--- src/rtl/spd_pkg.sv ---
// ----------------------------------------------------------------------------
// spd_pkg
// Shared constants, register map and configuration type of the stereo
// ping-pong delay.
// ----------------------------------------------------------------------------
package spd_pkg;

	// default sizes
	localparam int LINE_DEPTH_DEF  = 16384;
	localparam int SAMPLE_BITS_DEF = 16;

	// configuration port
	localparam int CFG_AW = 5;
	localparam int CFG_DW = 32;

	// register indexes (byte address / 4)
	localparam logic [2:0] REG_FEEDBACK    = 3'd0;
	localparam logic [2:0] REG_DELAY_LEFT  = 3'd1;
	localparam logic [2:0] REG_DELAY_RIGHT = 3'd2;
	localparam logic [2:0] REG_DRY_LVL     = 3'd3;
	localparam logic [2:0] REG_WET_LVL     = 3'd4;

	// reset values
	localparam logic [15:0] FEEDBACK_RST = 16'd0;
	localparam logic [14:0] DELAY_RST    = 15'd10000;
	localparam logic [15:0] DRY_RST      = 16'd32768;
	localparam logic [15:0] WET_RST      = 16'd0;

	typedef struct packed {
		logic signed [15:0] feedback;
		logic [14:0]        delay_left;
		logic [14:0]        delay_right;
		logic [15:0]        dry_lvl;
		logic [15:0]        wet_lvl;
	} cfg_t;

endpackage

--- src/rtl/spd_regs.sv ---
// ----------------------------------------------------------------------------
// spd_regs
// APB configuration registers: feedback, delay lengths, dry and wet gain.
// ----------------------------------------------------------------------------
module spd_regs (
	input  logic                       clk,
	input  logic                       arst_n,
	input  logic                       psel,
	input  logic                       penable,
	input  logic                       pwrite,
	input  logic [spd_pkg::CFG_AW-1:0] paddr,
	input  logic [spd_pkg::CFG_DW-1:0] pwdata,
	output logic [spd_pkg::CFG_DW-1:0] prdata,
	output logic                       pready,
	output spd_pkg::cfg_t              cfg
);
	spd_pkg::cfg_t cfg_q;
	logic [2:0]    idx;
	logic          wr_en;

	assign pready = 1'b1;
	assign idx    = paddr[4:2];
	assign wr_en  = psel && penable && pwrite;
	assign cfg    = cfg_q;

	// register writes
	always_ff @(posedge clk or negedge arst_n) begin
		if (!arst_n) begin
			cfg_q.feedback    <= spd_pkg::FEEDBACK_RST;
			cfg_q.delay_left  <= spd_pkg::DELAY_RST;
			cfg_q.delay_right <= spd_pkg::DELAY_RST;
			cfg_q.dry_lvl     <= spd_pkg::DRY_RST;
			cfg_q.wet_lvl     <= spd_pkg::WET_RST;
		end else if (wr_en) begin
			unique case (idx)
				spd_pkg::REG_FEEDBACK:    cfg_q.feedback    <= pwdata[15:0];
				spd_pkg::REG_DELAY_LEFT:  cfg_q.delay_left  <= pwdata[14:0];
				spd_pkg::REG_DELAY_RIGHT: cfg_q.delay_right <= pwdata[14:0];
				spd_pkg::REG_DRY_LVL:     cfg_q.dry_lvl     <= pwdata[15:0];
				spd_pkg::REG_WET_LVL:     cfg_q.wet_lvl     <= pwdata[15:0];
				default: ;
			endcase
		end
	end

	// read-back mux
	always_comb begin
		prdata = '0;
		unique case (idx)
			spd_pkg::REG_FEEDBACK:    prdata = {16'd0, cfg_q.feedback};
			spd_pkg::REG_DELAY_LEFT:  prdata = {17'd0, cfg_q.delay_left};
			spd_pkg::REG_DELAY_RIGHT: prdata = {17'd0, cfg_q.delay_right};
			spd_pkg::REG_DRY_LVL:     prdata = {16'd0, cfg_q.dry_lvl};
			spd_pkg::REG_WET_LVL:     prdata = {16'd0, cfg_q.wet_lvl};
			default:                  prdata = '0;
		endcase
	end
endmodule

--- config.mk ---
export PLATFORM = sky130hd
export DESIGN_NAME = spd_regs
export DESIGN_NICKNAME = d
export VERILOG_FILES = /design/src/rtl/spd_pkg.sv /design/src/rtl/spd_regs.sv
export SDC_FILE = /design/constraint.sdc
export NUM_CORES = 1
export LEC_CHECK = 0
export BUFFER_PORTS_ARGS = -buffer_cell sky130_fd_sc_hd__buf_2
export CORE_UTILIZATION = 52
export DETAILED_ROUTE_END_ITERATION = 8
export GPL_TIMING_DRIVEN = 0
export PLACE_DENSITY = 0.85
export SLEW_MARGIN = 20
export SYNTH_ARGS = -nofsm -noshare
export SYNTH_HDL_FRONTEND = slang
export SYNTH_SLANG_ARGS = --single-unit
--- constraint.sdc ---
create_clock -name clk -period 3.4 [get_ports clk]
set_clock_uncertainty 0.2 [all_clocks]
set_input_delay 0.68 -clock clk [delete_from_list [all_inputs] [get_ports clk]]
set_output_delay 0.68 -clock clk [all_outputs]
set_load 0.01 [all_outputs]
==> results.md <==
* CP required at 2520 ps
* Row count at 30
* Overflow left after global routing at 0
* Input/output buffers at 115
* Pint at 1.779 mW
* Power Density at 549.7 mW/mm^2
* Run status: complete, no violations
* # IOs at 153
* XOR/XNOR Fraction of Synth Area at 0
* RSZ-0062 raised after global routing: false
* Die area at 0.007558 mm^2
* Setup crit end kind: output port
* Largest net degree at the start of global routing at 41
* Vias per std cell at 5.554
* Switching share of power at 0.3110
* Setup crit start kind: primary input
* Clock buffer depth at 2
* Slew Limit Headroom at 0.5987
* CP cell instances: clkbuf_1, buf_2, nor2b_2, buf_2, a32oi_1, o21ai_0, buf_2
* Comb power frac at 0.277
* Share of layout cells above drive strength 1 at 0.6482
* PnR worst setup slack at 226.3 ps
* Fin. Hold Viols at 0
* Register bit total from synthesis at 78
* Peak VDD IR at 0.3311 mV
* Multiplexer share of the synthesized area at 0.2919
* Worst Tran Pin Value at 602.0 ps
* Highest-delay cell along the critical path: nor2b_2
* Clk_lat worst skew at 340 ps
* CTS tree: done
* Initial Util at 0.5461
* Vias at 2838
* First-pass detailed-route iteration total at 5
* Vias in the first global route at 2744
* Leakage dissipation at 2.399 nW
* GR Util All Layers at 0.2668
* Yosys warns at 0
* Fmax at 0.3151 GHz
* CP max stage delay at 340 ps
* Post-CTS resize count at 0
* Post-CTS Hold Buffers at 0
* Crit path time final at 3174 ps
* Dpl hpwl at 6629 um
* Mapped Area at 0.003751 mm^2
* Crit-path most repeated cell: buf_2
* First-pass GRT wire length at 14770 um
* Die Y-Extent at 86.94 um
* CORE AREA at 0.006869 mm^2
* Max FFs per register at 78
* Worst setup path class: in -> out
* Largest family of logic cells by synthesized area: multiplexers
* H-Tree Depth at 3
* Post-Synth Adder-Cell Area at 0
* Post-route DRC violation count at 0
* Period utilisation layout at 0.9335
* Design Power at 2.582 mW
* Clk sinks at 78
* Avg WL per Cell at 18.80 um
* # diodes at 0
* Final setup viols at 0
* Post-synth cell types at 29
* Simple-Gate Fraction of Synth Area at 0.03269
* Syn Area/Cell at 13.94 um^2
* Register area share after synthesis at 0.5240
* Design area at 0.004697 mm^2
* Worst hold path type: in -> async
* WP data arrival at 2290 ps
* DRT Wirelength at 9606 um
* Drt initial violations at 132
* Cell count after synthesis at 269
* Synth Area in Compound Gates at 0.08739
* Sum Neg Setup Slack at 0 ps
* Clk slew on worst S/H paths at 70 ps
* Max Cap Violations at 0
* Post-CTS Setup Bufs at 0
* Clk pwr share at 0.231
* Max-slew violations at 0
* Routability cong. at 0.7691
* Total CTS buffers at 9
* Area growth from synthesis to layout at 25.22%
* CTS root buffer: clkbuf_8
* Post-placement cell area at 0.004526 mm^2
* Sw Pwr at 802.8 uW
* Initial antenna violation count at 0
* Antenna-violating nets left at 0
* Worst Path Max Fanout at 10
* Reg power frac at 0.492
* Place WS at 33.60 ps
* Die outline width at 86.94 um
* Final layout net count at 453
-- power groups by stage --
stage / clock [mW] / combinational (mW) / sequential (mW)
finish: 0.595 / 0.716 / 1.27
global route: 0.645 / 0.773 / 1.29
CTS: 0.603 / 0.720 / 1.27
detailed placement: 0 / 0.717 / 1.28
global placement: 0 / 0.695 / 1.27
floorplan: 0 / 0.314 / 1.35
-- kinds of logic (layout without fill, tap and decap cells) --
| kind of cell | count (synthesis) | after routing |
|---|---|---|
| other cells | 2 | 17 |
| flops | 78 | 78 |
| simple gates | 14 | 14 |
| compound gates | 46 | 46 |
| buf+inv | 35 | 166 |
| mux | 94 | 94 |
-- metrics by stage --
stage	hold WS, ps	util	std cells
after global placement	304.3	0.6556	495
after global routing	140.2	0.6838	511
after CTS	114.2	0.6820	511
final	104.7	0.6838	511
after detailed placement	311.6	0.6588	496
after floorplan	184.4	-	284
-- layout by cell type (no fill, tap or decap), types with 2 or more instances in the layout --
master / instances
a22oi_1: 14
a32oi_1: 15
buf_2: 120
buf_4: 20
buf_6: 3
clkbuf_1: 7
clkbuf_2: 2
clkbuf_8: 10
clkinv_2: 2
conb_1: 17
dfrtp_1: 67
dfstp_2: 11
mux2_2: 83
mux2_4: 10
nand2_1: 2
o21ai_0: 15
-- worst max-delay path: cells and delay by family --
kind	cells	cell delay, ps
simple gates	1	340
buf+inv	4	1050
compound gates	2	230
-- metal layers --
metal / GRT usage / share of wire
met1: 0.3405 / 0.41
met2: 0.4345 / 0.48
met3: 0.07109 / 0.091
met4: 0.1000 / 0.018
met5: 0.02797 / 0
-- cells in the mapped netlist --
cell       instances  area share
a22oi_1           14       0.028
a2bb2oi_1          1      0.0023
a32oi_1           15       0.035
and2b_1            1      0.0020
buf_1              1      0.0010
buf_2              6      0.0080
buf_4             19       0.038
buf_6              3      0.0090
clkbuf_1           5      0.0050
conb_1             2      0.0020
dfrtp_1           67        0.45
dfstp_2           11       0.077
inv_1              1      0.0010
mux2_2            83        0.25
mux2_4            10       0.040
mux2i_1            1      0.0027
nand2_1            2      0.0020
nand3_1            1      0.0013
nand4b_1           1      0.0023
nand4b_4           1      0.0063
nor2_1             1      0.0010
nor2_2             1      0.0017
nor2b_1            2      0.0033
nor3_2             1      0.0027
nor3b_2            1      0.0033
nor3b_4            1      0.0050
o21ai_0           15       0.020
o31ai_1            1      0.0020
or3_1              1      0.0017
-- area by class of cell --
class / instances / area [um^2]
fill: 516 / 2172
sequential: 78 / 1966
multi-input combinational: 171 / 1619
timing repair buffer: 116 / 598.1
buffer: 34 / 231.5
clock buffer: 13 / 148.9
tap: 96 / 120.1
clock inverter: 2 / 10.01
inverter: 1 / 3.754
-- path summary, 6_finish.rpt --
check                               from   endpoint  slack [ps]  depth (start not counted)
worst max register to register    cfg[2]     cfg[2]        2390                          1
worst min-delay path              arst_n    cfg[30]         100                          1
worst max-delay path            paddr[3]  prdata[0]         230                          7
max in group asynchronous         arst_n    cfg[60]        2250                          2
worst min register to register   cfg[43]    cfg[43]         330                          1
min in group clk                 cfg[43]    cfg[43]         330                          1
Power figures use the tool's default switching activity.
